`src/rtl/core/msgenc_pkg.sv`:
```
// Shared types and constants of the MessagePack item encoder.
`default_nettype none

package msgenc_pkg;

   localparam int QUEUE_DEPTH = 2;
   localparam int QPTR_W      = $clog2(QUEUE_DEPTH);
   localparam int QCNT_W      = $clog2(QUEUE_DEPTH + 1);

   typedef enum logic [2:0] {
      CMD_NIL      = 3'd0,
      CMD_BOOL     = 3'd1,
      CMD_SINT     = 3'd2,
      CMD_UINT     = 3'd3,
      CMD_ARRAY    = 3'd4,
      CMD_MAP      = 3'd5,
      CMD_STR      = 3'd6,
      CMD_STR_BYTE = 3'd7
   } cmd_type;

   localparam logic [7:0] PFX_NIL    = 8'hC0;
   localparam logic [7:0] PFX_FALSE  = 8'hC2;
   localparam logic [7:0] PFX_TRUE   = 8'hC3;
   localparam logic [7:0] PFX_UINT8  = 8'hCC;
   localparam logic [7:0] PFX_UINT16 = 8'hCD;
   localparam logic [7:0] PFX_UINT32 = 8'hCE;
   localparam logic [7:0] PFX_UINT64 = 8'hCF;
   localparam logic [7:0] PFX_INT8   = 8'hD0;
   localparam logic [7:0] PFX_INT16  = 8'hD1;
   localparam logic [7:0] PFX_INT32  = 8'hD2;
   localparam logic [7:0] PFX_INT64  = 8'hD3;
   localparam logic [7:0] PFX_STR8   = 8'hD9;
   localparam logic [7:0] PFX_STR16  = 8'hDA;
   localparam logic [7:0] PFX_STR32  = 8'hDB;
   localparam logic [7:0] PFX_ARR16  = 8'hDC;
   localparam logic [7:0] PFX_ARR32  = 8'hDD;
   localparam logic [7:0] PFX_MAP16  = 8'hDE;
   localparam logic [7:0] PFX_MAP32  = 8'hDF;
   localparam logic [7:0] FIX_ARRAY  = 8'h90;
   localparam logic [7:0] FIX_MAP    = 8'h80;
   localparam logic [7:0] FIX_STR    = 8'hA0;

   // One classified element: leading byte plus the low nbytes of payload, MSB first.
   typedef struct packed {
      logic [7:0]  prefix;
      logic [63:0] payload;
      logic [3:0]  nbytes;
   } entry_type;

   typedef struct packed {
      logic not_empty;
      logic not_full;
   } q_stat_type;

   typedef struct packed {
      logic busy;
   } bk_stat_type;

endpackage

`default_nettype wire

```
`src/rtl/core/msgenc_front.sv`:
```
// Front end: accepts elements and picks the smallest encoding form.
`default_nettype none

module msgenc_front
   import msgenc_pkg::*;
(
   input  wire logic        req_tvalid,
   output logic             req_tready,
   input  wire logic [63:0] req_tdata,   // [63:0] value
   input  wire logic [2:0]  req_tuser,   // [2:0] command
   input  wire q_stat_type  q_stat,
   output logic             q_push,
   output entry_type        q_entry
);

   cmd_type     cmd;
   logic [63:0] v;

   assign cmd        = cmd_type'(req_tuser);
   assign v          = req_tdata;
   assign req_tready = q_stat.not_full;
   assign q_push     = req_tvalid && q_stat.not_full;

   always_comb begin
      q_entry.payload = v;
      q_entry.prefix  = PFX_NIL;
      q_entry.nbytes  = 4'd0;
      unique case (cmd) inside
         CMD_NIL: begin
            q_entry.prefix = PFX_NIL;
         end
         CMD_BOOL: begin
            q_entry.prefix = (v != 64'd0) ? PFX_TRUE : PFX_FALSE;
         end
         CMD_SINT, CMD_UINT: begin
            if (cmd == CMD_SINT && v[63]) begin
               // negative: all bits above the form's width must be ones
               if (&v[63:5]) begin
                  q_entry.prefix = v[7:0];
               end else if (&v[63:7]) begin
                  q_entry.prefix = PFX_INT8;
                  q_entry.nbytes = 4'd1;
               end else if (&v[63:15]) begin
                  q_entry.prefix = PFX_INT16;
                  q_entry.nbytes = 4'd2;
               end else if (&v[63:31]) begin
                  q_entry.prefix = PFX_INT32;
                  q_entry.nbytes = 4'd4;
               end else begin
                  q_entry.prefix = PFX_INT64;
                  q_entry.nbytes = 4'd8;
               end
            end else begin
               if (v[63:7] == '0) begin
                  q_entry.prefix = v[7:0];
               end else if (v[63:8] == '0) begin
                  q_entry.prefix = PFX_UINT8;
                  q_entry.nbytes = 4'd1;
               end else if (v[63:16] == '0) begin
                  q_entry.prefix = PFX_UINT16;
                  q_entry.nbytes = 4'd2;
               end else if (v[63:32] == '0) begin
                  q_entry.prefix = PFX_UINT32;
                  q_entry.nbytes = 4'd4;
               end else begin
                  q_entry.prefix = PFX_UINT64;
                  q_entry.nbytes = 4'd8;
               end
            end
         end
         CMD_ARRAY, CMD_MAP: begin
            // length is the low 32 bits only
            if (v[31:4] == '0) begin
               q_entry.prefix = ((cmd == CMD_ARRAY) ? FIX_ARRAY : FIX_MAP) | {4'd0, v[3:0]};
            end else if (v[31:16] == '0) begin
               q_entry.prefix = (cmd == CMD_ARRAY) ? PFX_ARR16 : PFX_MAP16;
               q_entry.nbytes = 4'd2;
            end else begin
               q_entry.prefix = (cmd == CMD_ARRAY) ? PFX_ARR32 : PFX_MAP32;
               q_entry.nbytes = 4'd4;
            end
         end
         CMD_STR: begin
            if (v[31:5] == '0) begin
               q_entry.prefix = FIX_STR | {3'd0, v[4:0]};
            end else if (v[31:8] == '0) begin
               q_entry.prefix = PFX_STR8;
               q_entry.nbytes = 4'd1;
            end else if (v[31:16] == '0) begin
               q_entry.prefix = PFX_STR16;
               q_entry.nbytes = 4'd2;
            end else begin
               q_entry.prefix = PFX_STR32;
               q_entry.nbytes = 4'd4;
            end
         end
         CMD_STR_BYTE: begin
            q_entry.prefix = v[7:0];
         end
         default: begin
            q_entry.prefix = PFX_NIL;
         end
      endcase
   end

endmodule

`default_nettype wire

```
`src/rtl/core/msgenc_queue.sv`:
```
// Short queue of classified elements between front and back.
`default_nettype none

module msgenc_queue
   import msgenc_pkg::*;
(
   input  wire logic       clock,
   input  wire logic       reset,
   input  wire logic       push,
   input  wire entry_type  push_entry,
   input  wire logic       pop,
   output entry_type       pop_entry,
   output q_stat_type      stat
);

   entry_type          slot_ff [QUEUE_DEPTH];
   logic [QPTR_W-1:0]  wptr_ff, wptr_in;
   logic [QPTR_W-1:0]  rptr_ff, rptr_in;
   logic [QCNT_W-1:0]  count_ff, count_in;

   assign stat.not_empty = (count_ff != '0);
   assign stat.not_full  = (count_ff != QCNT_W'(QUEUE_DEPTH));
   assign pop_entry      = slot_ff[rptr_ff];

   always_comb begin
      wptr_in  = wptr_ff;
      rptr_in  = rptr_ff;
      count_in = count_ff;
      if (push) begin
         wptr_in = (wptr_ff == QPTR_W'(QUEUE_DEPTH - 1)) ? '0 : wptr_ff + 1'b1;
      end
      if (pop) begin
         rptr_in = (rptr_ff == QPTR_W'(QUEUE_DEPTH - 1)) ? '0 : rptr_ff + 1'b1;
      end
      if (push && !pop) begin
         count_in = count_ff + 1'b1;
      end else if (pop && !push) begin
         count_in = count_ff - 1'b1;
      end
   end

   always_ff @(posedge clock) begin
      if (reset) begin
         wptr_ff  <= '0;
         rptr_ff  <= '0;
         count_ff <= '0;
      end else begin
         wptr_ff  <= wptr_in;
         rptr_ff  <= rptr_in;
         count_ff <= count_in;
      end
   end

   always_ff @(posedge clock) begin
      if (push) begin
         slot_ff[wptr_ff] <= push_entry;
      end
   end

endmodule

`default_nettype wire

```
`src/rtl/core/msgenc_back.sv`:
```
// Back end: serializes one queued element into output bytes.
`default_nettype none

module msgenc_back
   import msgenc_pkg::*;
(
   input  wire logic       clock,
   input  wire logic       reset,
   input  wire q_stat_type q_stat,
   input  wire entry_type  q_entry,
   output logic            q_pop,
   output bk_stat_type     bk_stat,
   output logic            rsp_tvalid,
   input  wire logic       rsp_tready,
   output logic [7:0]      rsp_tdata,   // [7:0] out_byte
   output logic            rsp_tlast
);

   logic [63:0] shift_ff, shift_in;
   logic [3:0]  remain_ff, remain_in;
   logic        valid_ff, valid_in;
   logic [7:0]  byte_ff, byte_in;
   logic        last_ff, last_in;
   logic        advance;
   logic [2:0]  skip;

   assign advance      = !valid_ff || rsp_tready;
   assign bk_stat.busy = (remain_ff != 4'd0);
   assign q_pop        = advance && !bk_stat.busy && q_stat.not_empty;
   // unused bytes above the payload are shifted out so the first one sits on top
   assign skip         = 3'(4'd8 - q_entry.nbytes);

   always_comb begin
      shift_in  = shift_ff;
      remain_in = remain_ff;
      valid_in  = valid_ff;
      byte_in   = byte_ff;
      last_in   = last_ff;
      if (advance) begin
         if (bk_stat.busy) begin
            byte_in   = shift_ff[63:56];
            last_in   = (remain_ff == 4'd1);
            shift_in  = {shift_ff[55:0], 8'd0};
            remain_in = remain_ff - 4'd1;
            valid_in  = 1'b1;
         end else if (q_stat.not_empty) begin
            byte_in   = q_entry.prefix;
            last_in   = (q_entry.nbytes == 4'd0);
            shift_in  = q_entry.payload << {skip, 3'b000};
            remain_in = q_entry.nbytes;
            valid_in  = 1'b1;
         end else begin
            valid_in  = 1'b0;
         end
      end
   end

   always_ff @(posedge clock) begin
      if (reset) begin
         remain_ff <= '0;
         valid_ff  <= 1'b0;
      end else begin
         remain_ff <= remain_in;
         valid_ff  <= valid_in;
      end
   end

   always_ff @(posedge clock) begin
      shift_ff <= shift_in;
      byte_ff  <= byte_in;
      last_ff  <= last_in;
   end

   assign rsp_tvalid = valid_ff;
   assign rsp_tdata  = byte_ff;
   assign rsp_tlast  = last_ff;

endmodule

`default_nettype wire

```
`src/rtl/core/msgpack_item_encoder.sv`:
```
// Top level of the MessagePack item encoder: front, queue and serializer.
`default_nettype none

// Takes one MessagePack element per item (command on req_tuser, value on
// req_tdata) and emits its minimal big-endian encoding as a run of bytes on
// rsp_tdata, one byte per cycle while rsp_tready is high, with rsp_tlast on
// the final byte. An element is emitted as 1 to 9 bytes: the leading byte
// plus 0, 1, 2, 4 or 8 payload bytes. The front classifies an element in the
// cycle it is accepted and writes it into a two-entry queue, so items are
// taken in consecutive cycles while the queue has room; with the serializer
// idle, the leading byte is loaded from the queue into the output byte
// register at the same edge that moves the element out of the queue.
// Header lengths use the low 32 bits of value; bool is true for any nonzero
// value; a string body byte is the low 8 bits of value.

module msgpack_item_encoder
   import msgenc_pkg::*;
(
   input  wire logic        clock,
   input  wire logic        reset,
   input  wire logic        req_tvalid,
   output logic             req_tready,
   input  wire logic [63:0] req_tdata,   // [63:0] value
   input  wire logic [2:0]  req_tuser,   // [2:0] command
   output logic             rsp_tvalid,
   input  wire logic        rsp_tready,
   output logic [7:0]       rsp_tdata,   // [7:0] out_byte
   output logic             rsp_tlast
);

   q_stat_type  q_stat;
   bk_stat_type bk_stat;
   entry_type   push_entry;
   entry_type   pop_entry;
   logic        q_push;
   logic        q_pop;

   msgenc_front u_front (
      .req_tvalid (req_tvalid),
      .req_tready (req_tready),
      .req_tdata  (req_tdata),
      .req_tuser  (req_tuser),
      .q_stat     (q_stat),
      .q_push     (q_push),
      .q_entry    (push_entry)
   );

   msgenc_queue u_queue (
      .clock      (clock),
      .reset      (reset),
      .push       (q_push),
      .push_entry (push_entry),
      .pop        (q_pop),
      .pop_entry  (pop_entry),
      .stat       (q_stat)
   );

   msgenc_back u_back (
      .clock      (clock),
      .reset      (reset),
      .q_stat     (q_stat),
      .q_entry    (pop_entry),
      .q_pop      (q_pop),
      .bk_stat    (bk_stat),
      .rsp_tvalid (rsp_tvalid),
      .rsp_tready (rsp_tready),
      .rsp_tdata  (rsp_tdata),
      .rsp_tlast  (rsp_tlast)
   );

`ifndef SYNTHESIS
   a_pop_needs_entry: assert property (@(posedge clock) disable iff (reset)
      q_pop |-> q_stat.not_empty)
      else $error("queue popped while empty");

   a_pop_only_when_idle: assert property (@(posedge clock) disable iff (reset)
      q_pop |-> !bk_stat.busy)
      else $error("new element loaded while payload bytes remain");

   a_midrun_busy: assert property (@(posedge clock) disable iff (reset)
      (rsp_tvalid && !rsp_tlast) |-> bk_stat.busy)
      else $error("non-final byte shown with no payload left");

   a_last_frees_back: assert property (@(posedge clock) disable iff (reset)
      (rsp_tvalid && rsp_tlast) |-> !bk_stat.busy)
      else $error("final byte shown while payload bytes remain");
`endif

endmodule

`default_nettype wire

```
`config.mk`:
```
export PLATFORM = sky130hd
export DESIGN_NAME = msgpack_item_encoder
export DESIGN_NICKNAME = d
export VERILOG_FILES = /design/src/rtl/core/msgenc_pkg.sv /design/src/rtl/core/msgenc_front.sv /design/src/rtl/core/msgenc_queue.sv /design/src/rtl/core/msgenc_back.sv /design/src/rtl/core/msgpack_item_encoder.sv
export SDC_FILE = /design/constraint.sdc
export NUM_CORES = 1
export LEC_CHECK = 0
export BUFFER_PORTS_ARGS = -buffer_cell sky130_fd_sc_hd__buf_2
export CAP_MARGIN = 10
export CORE_MARGIN = 1.5
export CORE_UTILIZATION = 46
export DETAILED_ROUTE_END_ITERATION = 6
export SETUP_SLACK_MARGIN = 0.5
export SLEW_MARGIN = 25
export SYNTH_ARGS = -nofsm -noshare
export SYNTH_HDL_FRONTEND = slang
export SYNTH_SLANG_ARGS = --single-unit
export TNS_END_PERCENT = 20
```
`constraint.sdc`:
```
create_clock -name clock -period 7.4 [get_ports clock]
set_input_delay 0.37 -clock clock [delete_from_list [all_inputs] [get_ports clock]]
set_output_delay 0.37 -clock clock [all_outputs]
set_load 0.01 [all_outputs]
```
==> run_results.csv <==
group,metric,value,unit
drt,firstDrtPassIters,5,
worst_hold_path,holdCritPathClass,"in -> reg",
pwr,pwr-share-seq,0.400,
timing,final_hold_viol_count,0,
synthesis,syn-num-nets,960,
run_status,status,"completed",
grt,antenna_found_initial,0,
timing,setup_slack,4.243,ns
grt,grt_pass1_wl,46980,um
die,io_pins,82,
grt,grt_usage,0.2394,
timing,period_minus_slack,3.157,ns
synthesis,synth_flop_cell,"edfxtp_1",
synthesis,synthCells,885,
synthesis,syn-mean-instance-area,13.31,um2
pwr,total_power,5.636,mW
drt,antenna_left,0,
timing,skew,0.01565,ns
grt,grt_pass1_vias,7589,
cts,cts-resized-gates,0,
drt,wl_per_cell,24.08,um
synthesis,synth_top_area_frac,0.5736,
pwr,pwr-share-clk,0.240,
drt,drtIter0Drc,756,
layout,final_area,13300,um2
die,initial_utilization,0.4678,
synthesis,synth_largest_area_cell,"edfxtp_1",
layout,antenna_cells,0,
placed_design,post_dp_cell_area,12400,um2
setup_path,worst_ep_arrival_time,3.54,ns
placed_design,dp_cells,1254,
timing,setup_viol_count_final,0,
die,core,25180,um2
cts,clockBufferDepth,3,
drt,vias,7856,
setup_path,crit_required,7.78,ns
cts,cts_hold_buf,0,
synthesis,synthArstFlopShare,0,
pwr,p_leak,4.715,nW
cts,postCtsSetupRepairBufs,0,
die,row_count,58,
pwr,p_comb_frac,0.360,
grt,grt_start_max_net_pins,81,
setup_path,worst-path-max-fanout,74,
setup_path,critPathCaptureType,"flip-flop",
drt,drcViolationCount,0,
cts,clk_pin_slew,0.06,ns
layout,layout-drive-gt1-share,0.2060,
die,die_w,163.0,um
synthesis,synth_seq_area_share,0.5905,
grt,grt.overflow.total,0,
pwr,irDropWorstVdd,0.4024,mV
layout,final_common_cell,"edfxtp_1",
layout,utilization,0.5282,
synthesis,synth_warnings,0,
drt,vias_per_cell,6.038,
synthesis,synth-seq-cells,235,
layout,layout.nets,1027,
placed_design,post-place-ws,4.293,ns
synthesis,synth-edff-count,225,
die,dieArea,26580,um2
drt,routed_wl,31320,um
layout,area_growth,12.91,%
placed_design,place.gp.congestion,0.8644,
cts,root_buffer,"clkbuf_16",
placed_design,hpwl,21990,um
timing,slew_viol_final,0,
cts,clock_latency,0.53,ns
timing,rsz0062_at_grt,"false",
pwr,switchingPower,1.989,mW
setup_path,critPathKind,"reg -> reg",
setup_path,start_kind,"flip-flop",
timing,max_slew_margin,0.4133,
timing,setup_tns,0,ns
layout,layout_common_cells,"225 x edfxtp_1, 133 x mux2i_1, 81 x buf_2",
cts,cts_tree,"yes",
pwr,internal_power,3.647,mW
synthesis,synth.area.top_cells,"edfxtp_1 57%, mux2i_1 11%, mux2_2 3.7%, a21oi_1 2.1%, a22o_1 1.7%",
pwr,swShare,0.3529,
timing,tightest_slew,0.8801,ns
pwr,powerDensity,423.7,nW/um2
synthesis,syn_area,11780,um2
cts,clock_sinks,235,
placed_design,io_buffers,81,
cts,cts_buffers,26,
synthesis,ys_types,67,
die,dieHeight,163.0,um
timing,final.period_utilization,0.4267,
timing,max_clock_freq,316.7,MHz
timing,hold_ws,0.07356,ns
layout,fin_cells,1301,
run,cap_violations,0,
cts,htree_num_levels,1,
-- final timing paths --
| path | from | to | slack, ns | cells past startpoint |
|---|---|---|---|---|
| worst max register to register | flip-flop | u_back.shift_ff[0] | 4.24 | 6 |
| worst min-delay path | req_tdata[22] | u_queue.slot_ff[0][26] | 0.07 | 1 |
| worst min register to register | u_back.remain_ff[0] | u_back.remain_ff[0] | 0.50 | 2 |
| worst max-delay path | flip-flop | u_back.shift_ff[0] | 4.24 | 6 |
-- cell usage after synthesis, drive strengths merged, types with 3 or more instances --
cell type,count
edfxtp,225
mux2i,134
nor2,50
a21oi,49
buf,40
mux2,39
nand2,35
o21ai,35
a22o,23
a211oi,21
nor2b,20
nor4,20
nand4,17
a22oi,16
a221o,15
clkbuf,15
nand3,15
nand2b,12
inv,11
dfxtp,10
nor3,10
nand3b,8
a211o,7
a311oi,4
a31oi,4
and4,4
ha,4
xor2,4
a41oi,3
nor3b,3
o21a,3
o31ai,3
o32ai,3
-- sequential cells by signal (all words and copies together), names as in the netlist, named ones only --
| register | cells |
|---|---|
| u_back.remain_ff | 4 |
| u_back.rsp_tdata | 8 |
| u_back.rsp_tlast | 1 |
| u_back.rsp_tvalid | 1 |
| u_back.shift_ff | 64 |
| u_queue.count_ff | 2 |
| u_queue.rptr_ff | 1 |
| u_queue.slot_ff | 152 |
| u_queue.wptr_ff | 1 |
-- routing by layer --
layer | GRT usage | vias up | part of all wire
met1 | 0.3400 | 3937 | 0.44
met2 | 0.3901 | 228 | 0.48
met5 | 0 | - | 0
met3 | 0.03073 | 45 | 0.059
met4 | 0.05963 | 0 | 0.022
li1 | - | 3646 | -
-- power groups by stage --
stage,logic (mW),clock network (mW),registers [mW]
final,2.03,1.35,2.25
after global routing,2.23,1.42,2.28
after CTS,2.04,1.37,2.26
after detailed placement,2.04,0,2.27
after global placement,2.01,0,2.28
after floorplan,1.53,0,2.23
-- final cells by class --
cell class	instances	area, um2
multi-input combinational	584	4487
clock inverter	15	197.7
timing repair buffer	94	506.7
fill	2140	11880
tap	330	412.9
sequential	235	6960
inverter	11	41.29
clock buffer	32	694.4
-- logic make-up (layout without fill, tap and decap cells) --
logic type                 Yosys count  in the layout  synth area share
xor gates and xnor gates             6              6          0.006054
DFF                                235            235            0.5905
muxes                              173            173            0.1522
AOI/OAI and AO/OA                  199            199            0.1185
and+or+nand+nor                    202            202           0.09697
buffers and inverters               66            152           0.03144
adders and majority gates            4              4          0.004249
-- critical path, cell delays in order, from the launching register on --
cell	delay (ns)
dfxtp_4	0.75
mux2i_1	0.33
ha_2	0.31
buf_4	0.36
nor3_2	0.79
nand2_2	0.30
nor2_1	0.15
Power figures use the tool's default switching activity.
